**src/design/cshk_pkg.sv**
```systemverilog
package cshk_pkg;

   localparam int MAX_ITEMS_DEFAULT = 32;
   localparam int DATA_W            = 32;
   localparam int CMP_W             = 11;
   localparam int ACC_W             = 11;
   localparam int SWP_W             = 10;

   // csr byte address: bit 2 picks the register, so one word past the list decodes too
   localparam int CSR_AW  = 3;
   localparam int CSR_DW  = 32;

   typedef enum logic [0:0] {
      CSR_SIGNED_ORDER = 1'b0
   } csr_index_type;

   typedef enum logic [3:0] {
      ST_IDLE,
      ST_FWD_PRIME,
      ST_FWD_LOAD,
      ST_FWD_STEP,
      ST_FWD_FLUSH,
      ST_BWD_PRIME,
      ST_BWD_LOAD,
      ST_BWD_STEP,
      ST_BWD_FLUSH,
      ST_EMIT
   } state_type;

   typedef struct packed {
      logic clear;
      logic pass;
      logic step;
      logic swap;
   } cnt_ctrl_type;

endpackage

```
**src/design/cshk_store.sv**
```systemverilog
module cshk_store #(
   parameter int DEPTH = cshk_pkg::MAX_ITEMS_DEFAULT,
   parameter int AW    = $clog2(DEPTH)
) (
   input  logic                        clock,
   input  logic                        wr_en,
   input  logic [AW-1:0]               wr_addr,
   input  logic [cshk_pkg::DATA_W-1:0] wr_data,
   input  logic [AW-1:0]               rd_addr,
   output logic [cshk_pkg::DATA_W-1:0] rd_data
);

   logic [cshk_pkg::DATA_W-1:0] mem [DEPTH];
   logic [cshk_pkg::DATA_W-1:0] rd_data_ff;

   always_ff @(posedge clock) begin
      if (wr_en) begin
         mem[wr_addr] <= wr_data;
      end
      rd_data_ff <= mem[rd_addr];
   end

   assign rd_data = rd_data_ff;

endmodule

```
**src/design/cshk_cmp.sv**
```systemverilog
module cshk_cmp (
   input  logic                        signed_order,
   input  logic [cshk_pkg::DATA_W-1:0] op_a,
   input  logic [cshk_pkg::DATA_W-1:0] op_b,
   output logic                        gt,
   output logic [cshk_pkg::DATA_W-1:0] lo_val,
   output logic [cshk_pkg::DATA_W-1:0] hi_val
);

   logic [cshk_pkg::DATA_W-1:0] key_a;
   logic [cshk_pkg::DATA_W-1:0] key_b;

   // two's complement order is unsigned order with the sign bit flipped
   always_comb begin
      key_a = op_a;
      key_b = op_b;
      key_a[cshk_pkg::DATA_W-1] = op_a[cshk_pkg::DATA_W-1] ^ signed_order;
      key_b[cshk_pkg::DATA_W-1] = op_b[cshk_pkg::DATA_W-1] ^ signed_order;
      gt     = key_a > key_b;
      lo_val = gt ? op_b : op_a;
      hi_val = gt ? op_a : op_b;
   end

endmodule

```
**src/design/cshk_counters.sv**
```systemverilog
module cshk_counters (
   input  logic                       clock,
   input  logic                       reset,
   input  cshk_pkg::cnt_ctrl_type     ctrl,
   output logic [cshk_pkg::CMP_W-1:0] comparisons,
   output logic [cshk_pkg::ACC_W-1:0] accesses,
   output logic [cshk_pkg::SWP_W-1:0] swaps
);

   localparam logic [cshk_pkg::CMP_W:0] CMP_CAP = {1'b0, {cshk_pkg::CMP_W{1'b1}}};
   localparam logic [cshk_pkg::ACC_W:0] ACC_CAP = {1'b0, {cshk_pkg::ACC_W{1'b1}}};
   localparam logic [cshk_pkg::SWP_W:0] SWP_CAP = {1'b0, {cshk_pkg::SWP_W{1'b1}}};

   logic [cshk_pkg::CMP_W-1:0] cmp_ff, cmp_in;
   logic [cshk_pkg::ACC_W-1:0] acc_ff, acc_in;
   logic [cshk_pkg::SWP_W-1:0] swp_ff, swp_in;
   logic [cshk_pkg::CMP_W:0]   cmp_sum;
   logic [cshk_pkg::ACC_W:0]   acc_sum;
   logic [cshk_pkg::SWP_W:0]   swp_sum;

   always_comb begin
      cmp_sum = {1'b0, cmp_ff};
      acc_sum = {1'b0, acc_ff};
      swp_sum = {1'b0, swp_ff};
      if (ctrl.pass) begin
         cmp_sum = cmp_sum + (cshk_pkg::CMP_W+1)'(1);
      end
      if (ctrl.step) begin
         cmp_sum = cmp_sum + (cshk_pkg::CMP_W+1)'(2);
         acc_sum = acc_sum + (cshk_pkg::ACC_W+1)'(2);
      end
      if (ctrl.swap) begin
         swp_sum = swp_sum + (cshk_pkg::SWP_W+1)'(1);
      end
      cmp_in = (cmp_sum > CMP_CAP) ? CMP_CAP[cshk_pkg::CMP_W-1:0] : cmp_sum[cshk_pkg::CMP_W-1:0];
      acc_in = (acc_sum > ACC_CAP) ? ACC_CAP[cshk_pkg::ACC_W-1:0] : acc_sum[cshk_pkg::ACC_W-1:0];
      swp_in = (swp_sum > SWP_CAP) ? SWP_CAP[cshk_pkg::SWP_W-1:0] : swp_sum[cshk_pkg::SWP_W-1:0];
      if (ctrl.clear) begin
         cmp_in = '0;
         acc_in = '0;
         swp_in = '0;
      end
   end

   always_ff @(posedge clock) begin
      if (reset) begin
         cmp_ff <= '0;
         acc_ff <= '0;
         swp_ff <= '0;
      end else begin
         cmp_ff <= cmp_in;
         acc_ff <= acc_in;
         swp_ff <= swp_in;
      end
   end

   assign comparisons = cmp_ff;
   assign accesses    = acc_ff;
   assign swaps       = swp_ff;

endmodule

```
**src/design/cocktail_shaker_sort_counted.sv**
```systemverilog
// Gathers up to MAX_ITEMS 32-bit words (one per start while busy is low) until a word
// marked last, sorts them in place with a cocktail shaker sort and then streams them
// out in ascending order, one word per cycle on rsp_strobe, each tagged with the final
// comparison, access and swap counts. There is no backpressure: every result is shown
// for exactly one cycle and must be taken then. A word without last leaves busy low.
// The sort runs on one storage RAM (one write and one registered read per cycle) and
// one shared comparator, one compare step per cycle: a pass runs through a prime state,
// a load, its compare steps and a flush of the carried word (a pass with no step ends
// at its prime state), and the sorted set is then streamed out. busy stays high from
// the last word until the final result is issued.
module cocktail_shaker_sort_counted #(
   parameter int MAX_ITEMS = cshk_pkg::MAX_ITEMS_DEFAULT
) (
   input  logic                        clock,
   input  logic                        reset,
   input  logic                        start,
   output logic                        busy,
   input  logic [cshk_pkg::DATA_W-1:0] req_value,
   input  logic                        req_last,
   output logic                        rsp_strobe,
   output logic [cshk_pkg::DATA_W-1:0] rsp_sorted_value,
   output logic                        rsp_last_res,
   output logic [cshk_pkg::CMP_W-1:0]  rsp_comparisons,
   output logic [cshk_pkg::ACC_W-1:0]  rsp_accesses,
   output logic [cshk_pkg::SWP_W-1:0]  rsp_swaps,
   input  logic                        csr_psel,
   input  logic                        csr_penable,
   input  logic                        csr_pwrite,
   input  logic [cshk_pkg::CSR_AW-1:0] csr_paddr,
   input  logic [cshk_pkg::CSR_DW-1:0] csr_pwdata,
   output logic [cshk_pkg::CSR_DW-1:0] csr_prdata,
   output logic                        csr_pready
);

   localparam int IW = $clog2(MAX_ITEMS);
   localparam int CW = $clog2(MAX_ITEMS + 1);
   localparam logic [CW-1:0] FULL = CW'(MAX_ITEMS);

   cshk_pkg::state_type         state_ff, state_in;
   logic [CW-1:0]               count_ff, count_in;
   logic [CW-1:0]               round_ff, round_in;
   logic [IW-1:0]               pos_ff, pos_in;
   logic [IW-1:0]               emit_idx_ff, emit_idx_in;
   logic [cshk_pkg::DATA_W-1:0] carry_ff, carry_in;
   logic                        swapped_ff, swapped_in;
   logic                        strobe_ff, strobe_in;
   logic                        last_ff, last_in;
   logic                        signed_order_ff;

   logic                        wr_en;
   logic [IW-1:0]               wr_addr;
   logic [cshk_pkg::DATA_W-1:0] wr_data;
   logic [IW-1:0]               rd_addr;
   logic [cshk_pkg::DATA_W-1:0] rd_data;

   logic [cshk_pkg::DATA_W-1:0] op_a, op_b, lo_val, hi_val;
   logic                        gt;
   cshk_pkg::cnt_ctrl_type      cnt_ctrl;

   logic [CW:0]                 twice_r;
   logic                        fwd_ok, bwd_ok;
   logic [CW-1:0]               top_full;
   logic [IW-1:0]               lo_pos, top_pos, bwd_top;

   logic                        csr_wr;
   cshk_pkg::csr_index_type     csr_idx;

   // ---------------- config port ----------------
   assign csr_pready = 1'b1;
   assign csr_idx    = cshk_pkg::csr_index_type'(csr_paddr[cshk_pkg::CSR_AW-1:2]);
   assign csr_wr     = csr_psel & csr_penable & csr_pwrite & csr_pready;

   always_comb begin
      csr_prdata = '0;
      unique case (csr_idx)
         cshk_pkg::CSR_SIGNED_ORDER: csr_prdata[0] = signed_order_ff;
         default:                    csr_prdata = '0;
      endcase
   end

   always_ff @(posedge clock) begin
      if (reset) begin
         signed_order_ff <= 1'b1;
      end else if (csr_wr && csr_idx == cshk_pkg::CSR_SIGNED_ORDER) begin
         signed_order_ff <= csr_pwdata[0];
      end
   end

   // ---------------- datapath units ----------------
   cshk_store #(.DEPTH(MAX_ITEMS), .AW(IW)) u_store (
      .clock   (clock),
      .wr_en   (wr_en),
      .wr_addr (wr_addr),
      .wr_data (wr_data),
      .rd_addr (rd_addr),
      .rd_data (rd_data)
   );

   // forward: carry sits at the lower slot; backward: at the upper slot
   assign op_a = (state_ff == cshk_pkg::ST_FWD_STEP) ? carry_ff : rd_data;
   assign op_b = (state_ff == cshk_pkg::ST_FWD_STEP) ? rd_data  : carry_ff;

   cshk_cmp u_cmp (
      .signed_order (signed_order_ff),
      .op_a         (op_a),
      .op_b         (op_b),
      .gt           (gt),
      .lo_val       (lo_val),
      .hi_val       (hi_val)
   );

   cshk_counters u_cnt (
      .clock       (clock),
      .reset       (reset),
      .ctrl        (cnt_ctrl),
      .comparisons (rsp_comparisons),
      .accesses    (rsp_accesses),
      .swaps       (rsp_swaps)
   );

   // window of round r: [r, count-1-r]; backward pass stops one short of the top
   assign twice_r  = {round_ff, 1'b0};
   assign fwd_ok   = {1'b0, count_ff} > (twice_r + (CW+1)'(1));
   assign bwd_ok   = {1'b0, count_ff} > (twice_r + (CW+1)'(2));
   assign top_full = count_ff - round_ff - CW'(1);
   assign lo_pos   = round_ff[IW-1:0];
   assign top_pos  = top_full[IW-1:0];
   assign bwd_top  = top_pos - IW'(1);

   // ---------------- sequencer ----------------
   always_ff @(posedge clock) begin
      if (reset) begin
         state_ff    <= cshk_pkg::ST_IDLE;
         count_ff    <= '0;
         round_ff    <= '0;
         emit_idx_ff <= '0;
         swapped_ff  <= 1'b0;
         strobe_ff   <= 1'b0;
         last_ff     <= 1'b0;
      end else begin
         state_ff    <= state_in;
         count_ff    <= count_in;
         round_ff    <= round_in;
         emit_idx_ff <= emit_idx_in;
         swapped_ff  <= swapped_in;
         strobe_ff   <= strobe_in;
         last_ff     <= last_in;
      end
   end

   always_ff @(posedge clock) begin
      pos_ff   <= pos_in;
      carry_ff <= carry_in;
   end

   always_comb begin
      state_in    = state_ff;
      count_in    = count_ff;
      round_in    = round_ff;
      pos_in      = pos_ff;
      emit_idx_in = emit_idx_ff;
      carry_in    = carry_ff;
      swapped_in  = swapped_ff;
      strobe_in   = 1'b0;
      last_in     = 1'b0;
      wr_en       = 1'b0;
      wr_addr     = pos_ff;
      wr_data     = lo_val;
      rd_addr     = pos_ff;
      cnt_ctrl    = '0;

      unique case (state_ff)
         cshk_pkg::ST_IDLE: begin
            if (start) begin
               // words past a full store are dropped
               if (count_ff < FULL) begin
                  wr_en    = 1'b1;
                  wr_addr  = count_ff[IW-1:0];
                  wr_data  = req_value;
                  count_in = count_ff + CW'(1);
               end
               if (req_last) begin
                  cnt_ctrl.clear = 1'b1;
                  round_in       = '0;
                  emit_idx_in    = '0;
                  state_in       = cshk_pkg::ST_FWD_PRIME;
               end
            end
         end
         cshk_pkg::ST_FWD_PRIME: begin
            cnt_ctrl.pass = 1'b1;
            swapped_in    = 1'b0;
            if (fwd_ok) begin
               rd_addr  = lo_pos;
               state_in = cshk_pkg::ST_FWD_LOAD;
            end else begin
               state_in = cshk_pkg::ST_EMIT;
            end
         end
         cshk_pkg::ST_FWD_LOAD: begin
            carry_in = rd_data;
            rd_addr  = lo_pos + IW'(1);
            pos_in   = lo_pos;
            state_in = cshk_pkg::ST_FWD_STEP;
         end
         cshk_pkg::ST_FWD_STEP: begin
            wr_en         = 1'b1;
            wr_addr       = pos_ff;
            wr_data       = lo_val;
            carry_in      = hi_val;
            cnt_ctrl.step = 1'b1;
            cnt_ctrl.swap = gt;
            if (gt) begin
               swapped_in = 1'b1;
            end
            if (pos_ff + IW'(1) == top_pos) begin
               state_in = cshk_pkg::ST_FWD_FLUSH;
            end else begin
               pos_in  = pos_ff + IW'(1);
               rd_addr = pos_ff + IW'(2);
            end
         end
         cshk_pkg::ST_FWD_FLUSH: begin
            wr_en    = 1'b1;
            wr_addr  = top_pos;
            wr_data  = carry_ff;
            state_in = swapped_ff ? cshk_pkg::ST_BWD_PRIME : cshk_pkg::ST_EMIT;
         end
         cshk_pkg::ST_BWD_PRIME: begin
            cnt_ctrl.pass = 1'b1;
            swapped_in    = 1'b0;
            if (bwd_ok) begin
               rd_addr  = bwd_top;
               state_in = cshk_pkg::ST_BWD_LOAD;
            end else begin
               state_in = cshk_pkg::ST_EMIT;
            end
         end
         cshk_pkg::ST_BWD_LOAD: begin
            carry_in = rd_data;
            rd_addr  = bwd_top - IW'(1);
            pos_in   = bwd_top;
            state_in = cshk_pkg::ST_BWD_STEP;
         end
         cshk_pkg::ST_BWD_STEP: begin
            wr_en         = 1'b1;
            wr_addr       = pos_ff;
            wr_data       = hi_val;
            carry_in      = lo_val;
            cnt_ctrl.step = 1'b1;
            cnt_ctrl.swap = gt;
            if (gt) begin
               swapped_in = 1'b1;
            end
            if (pos_ff - IW'(1) == lo_pos) begin
               state_in = cshk_pkg::ST_BWD_FLUSH;
            end else begin
               pos_in  = pos_ff - IW'(1);
               rd_addr = pos_ff - IW'(2);
            end
         end
         cshk_pkg::ST_BWD_FLUSH: begin
            wr_en   = 1'b1;
            wr_addr = lo_pos;
            wr_data = carry_ff;
            if (swapped_ff) begin
               round_in = round_ff + CW'(1);
               state_in = cshk_pkg::ST_FWD_PRIME;
            end else begin
               state_in = cshk_pkg::ST_EMIT;
            end
         end
         cshk_pkg::ST_EMIT: begin
            // read issued here, word shows on the ports next cycle
            rd_addr   = emit_idx_ff;
            strobe_in = 1'b1;
            if (CW'(emit_idx_ff) + CW'(1) == count_ff) begin
               last_in     = 1'b1;
               emit_idx_in = '0;
               count_in    = '0;
               round_in    = '0;
               state_in    = cshk_pkg::ST_IDLE;
            end else begin
               emit_idx_in = emit_idx_ff + IW'(1);
            end
         end
         default: begin
            state_in = cshk_pkg::ST_IDLE;
         end
      endcase
   end

   assign busy             = (state_ff != cshk_pkg::ST_IDLE);
   assign rsp_strobe       = strobe_ff;
   assign rsp_last_res     = last_ff;
   assign rsp_sorted_value = rd_data;

endmodule

```
**config.mk**
```make
export PLATFORM = sky130hd
export DESIGN_NAME = cocktail_shaker_sort_counted
export DESIGN_NICKNAME = d
export VERILOG_FILES = /design/src/design/cshk_pkg.sv /design/src/design/cshk_store.sv /design/src/design/cshk_cmp.sv /design/src/design/cshk_counters.sv /design/src/design/cocktail_shaker_sort_counted.sv
export SDC_FILE = /design/constraint.sdc
export NUM_CORES = 2
export LEC_CHECK = 0
export BUFFER_PORTS_ARGS = -buffer_cell sky130_fd_sc_hd__buf_2
export CAP_MARGIN = 10
export CORE_MARGIN = 5
export CORE_UTILIZATION = 35
export DETAILED_ROUTE_END_ITERATION = 8
export GPL_TIMING_DRIVEN = 0
export PLACE_DENSITY = 0.59
export SETUP_SLACK_MARGIN = 0.02
export SLEW_MARGIN = 40
export SYNTH_ARGS = -nofsm -noshare
export SYNTH_HDL_FRONTEND = slang
export SYNTH_HIERARCHICAL = 1
export SYNTH_SLANG_ARGS = --single-unit
```
**constraint.sdc**
```tcl
create_clock -name clock -period 8.5 [get_ports clock]
set_input_delay 0.425 -clock clock [delete_from_list [all_inputs] [get_ports clock]]
set_output_delay 0.425 -clock clock [all_outputs]
set_load 0.05 [all_outputs]
```
==> impl_metrics.yaml <==
place:
  gp_congestion: 0.9013
  dp_hpwl_um: 99120
  io_buffers: 108
drt:
  via_per_inst: 5.366
  initialDrtViolationCount: 3503
  routed-via-count: 31590
  post-route-drc-count: 0
  drt_wl_total_um: 144700
  dr.pass1.iters: 8
  ant_nets: 0
  routedWlPerCell_um: 24.57
synth:
  ys.flop_type: "edfxtp_1"
  yosysTopAreaCell: "edfxtp_1"
  ys_seq_area_share_pct: 66.55
  synth_top_area_share_pct: 63.02
  ys_types: 93
  netlist_instances: 3556
  ys_ff_latch: 1150
  syn_avg_cell_area_um2: 14.22
  netlist_top_cells_area: "edfxtp_1 (63%), mux2i_1 (10%), nand2_1 (3.6%)"
  synthArstFlopShare_pct: 0
  synth_warnings: 6
  synth_edf_count: 1061
  synth_area_um2: 50550
setup_path:
  critPathArrivalTime_ns: 6.43
  cp_slowest_stage_delay_ns: 0.55
  crit_required_ns: 8.72
  cp_max_fo: 32
  startpoint_type: "flip-flop"
  endpoint_kind: "flip-flop"
  criticalPathCategory: "reg -> reg"
  path_cells: "nand2b_1, clkbuf_1, inv_1, nand2_1, clkbuf_1, clkbuf_1, nand2_1, nand2_1, inv_1, ha_1, nand4_2, nor3_2, nand4_1, nand2b_1, a2bb2oi_2, buf_6, buf_12, mux2_4, a222oi_1, nand2_2"
  slowest_stage: "clkbuf_1"
clock_tree:
  clkSlewWorstSetupHoldPaths_ns: 0.06
  htreeDepth: 3
  clock-sinks: 1150
  insertion_delay_ns: 0.71
  cts_resized: 0
  clockBufferDepth: 3
  cts_tree: "done"
  cts_hold_buffers: 0
  cts-root-buf: "clkbuf_16"
  postCtsSetupBuffers: 0
  cts_made_buffers: 117
timing:
  finClkSkew_ns: 0.03006
  fin_tns_setup_ns: 0
  period_share_pct: 73.03
  setup_viol: 0
  clock.fmax_mhz: 161.1
  max_slew_margin_pct: 38.39
  worst_pin_slew_ns: 0.9242
  grt_setup_unrepaired: "false"
  min_period_ns: 6.208
  slew_viol_final: 0
  hold_viol: 0
power:
  p_leak_nw: 20.95
  power_mw: 16.80
  p_per_area_nw_per_um2: 283.8
  peakVddDrop_v: 0.0001947
finish:
  fin_nets: 4019
  layout_commonest_cell: "edfxtp_1"
  fillerInstances: 13080
  area_delta_synth_final_pct: 17.14
  layout_common_cells: "edfxtp_1 (1061), mux2i_1 (522), nand2_1 (448)"
  drive_above_1_share_pct: 16.69
worst_hold_path:
  min_path_type: "in -> reg"
grt:
  antenna_found_initial: 6
  grt-ovfl-total: 0
  grt_pass1_wl_um: 210000
  grt_pass1_vias: 30270
  grt_use_total_pct: 18.48
  grt_max_degree: 42
floorplan:
  die_w_um: 390.1
  floorplan.initialDensity_pct: 35.19
  design.core.area_um2: 143700
  dieArea_um2: 152100
  rows: 139
  die_height_um: 390.1
  pin_count: 174
status:
  status: "complete, no violations"
run:
  max_cap_violations: 0
==> routing by layer <==
layer / wire length, um / GRT usage, % / vias to the layer above
met5: 31 / 0 / -
li1: - / - / 14180
met2: 68830 / 30.71 / 1233
met1: 61900 / 25.48 / 15970
met3: 10530 / 3.045 / 211
met4: 3356 / 4.349 / 4
==> synth_stat cells (6+ instances only) <==
master,count
edfxtp_1,1061
mux2i_1,522
nand2_1,480
a21oi_1,159
a22oi_1,132
nand3_1,122
nor2_1,91
dfxtp_1,89
clkbuf_1,88
buf_4,67
a22o_1,64
ha_1,61
inv_1,54
mux2_4,49
a31oi_1,45
nor3_1,45
a222oi_1,37
xnor2_1,36
buf_2,34
o21ai_0,31
buf_6,28
xor2_1,24
mux2_2,18
nand4_1,17
buf_1,13
nor2b_1,13
nand2b_1,12
nand3b_1,12
a21oi_2,10
and3_1,10
a21o_1,7
or3_1,7
o211ai_1,6
==> critical path: cells and delay by family (launching register included) <==
| kind | cells | cell delay, ns |
|---|---|---|
| DFF | 1 | 0.40 |
| buffers and inverters | 7 | 2.17 |
| adders and majority gates | 1 | 0.30 |
| muxes | 1 | 0.31 |
| and+or+nand+nor | 9 | 1.94 |
| AOI/OAI and AO/OA | 2 | 0.53 |
==> cell families after synthesis <==
family	share of synthesized area (%)
AOI/OAI and AO/OA	7.469
xor gates and xnor gates	1.247
adders and majority gates	1.549
buffers and inverters	3.465
DFF	66.55
muxes	12.19
other	0.01486
and+or+nand+nor	7.516
==> cell type report <==
type / count / area [um2] / area share [%]
sequential: 1150 / 33640 / 56.81
multi-input combinational: 2140 / 15630 / 26.40
clock buffer: 160 / 3253 / 5.493
tap: 1903 / 2381 / 4.021
timing repair buffer: 178 / 1951 / 3.294
buffer: 242 / 1555 / 2.626
clock inverter: 60 / 599.3 / 1.012
inverter: 54 / 202.7 / 0.3423
antenna: 1 / 2.502 / 0.004226
==> where the power goes <==
part | total, mW | switching [mW] | internal [mW] | leakage, nW
Sequential | 7.46 | 0.205 | 7.25 | 10.3
Combinational | 4.20 | 3.00 | 1.19 | 8.74
Clock | 5.15 | 2.17 | 2.98 | 1.88
Total | 16.8 | 5.38 | 11.4 | 21.0
==> registers in the layout, summed over array words and instances, names as in the netlist, 6 cells and up <==
name	cells
u_cnt/accesses	11
u_cnt/swaps	10
round_ff	6
carry_ff	32
count_ff	6
u_store/rd_data	32
u_cnt/comparisons	11
u_store/mem	1024
==> per-stage QoR <==
stage,util (%),hold slack [ns],std cells,instance area [um2],worst slack (ns)
2_1_floorplan,-,0.4647,3586,50670,3.969
3_3_place_gp,37.30,0.4319,5597,53590,1.190
3_5_place_dp,38.52,0.4400,5665,55330,2.436
4_1_cts,41.20,0.02066,5885,59180,2.412
5_1_grt,41.22,0.07262,5887,59220,2.006
6_report,41.22,0.05447,5888,59220,2.292
==> final timing paths <==
kind	from	endpoint	slack [ns]	cells after the start
max	state_ff[3]	u_store/mem[20][21]	2.29	20
min	csr_pwdata[0]	signed_order_ff	0.05	4
max reg2reg	state_ff[3]	u_store/mem[20][21]	2.29	20
min reg2reg	u_cnt/accesses[0]	u_cnt/accesses[0]	0.44	2
Note: power is estimated with default switching activity, not from simulation.
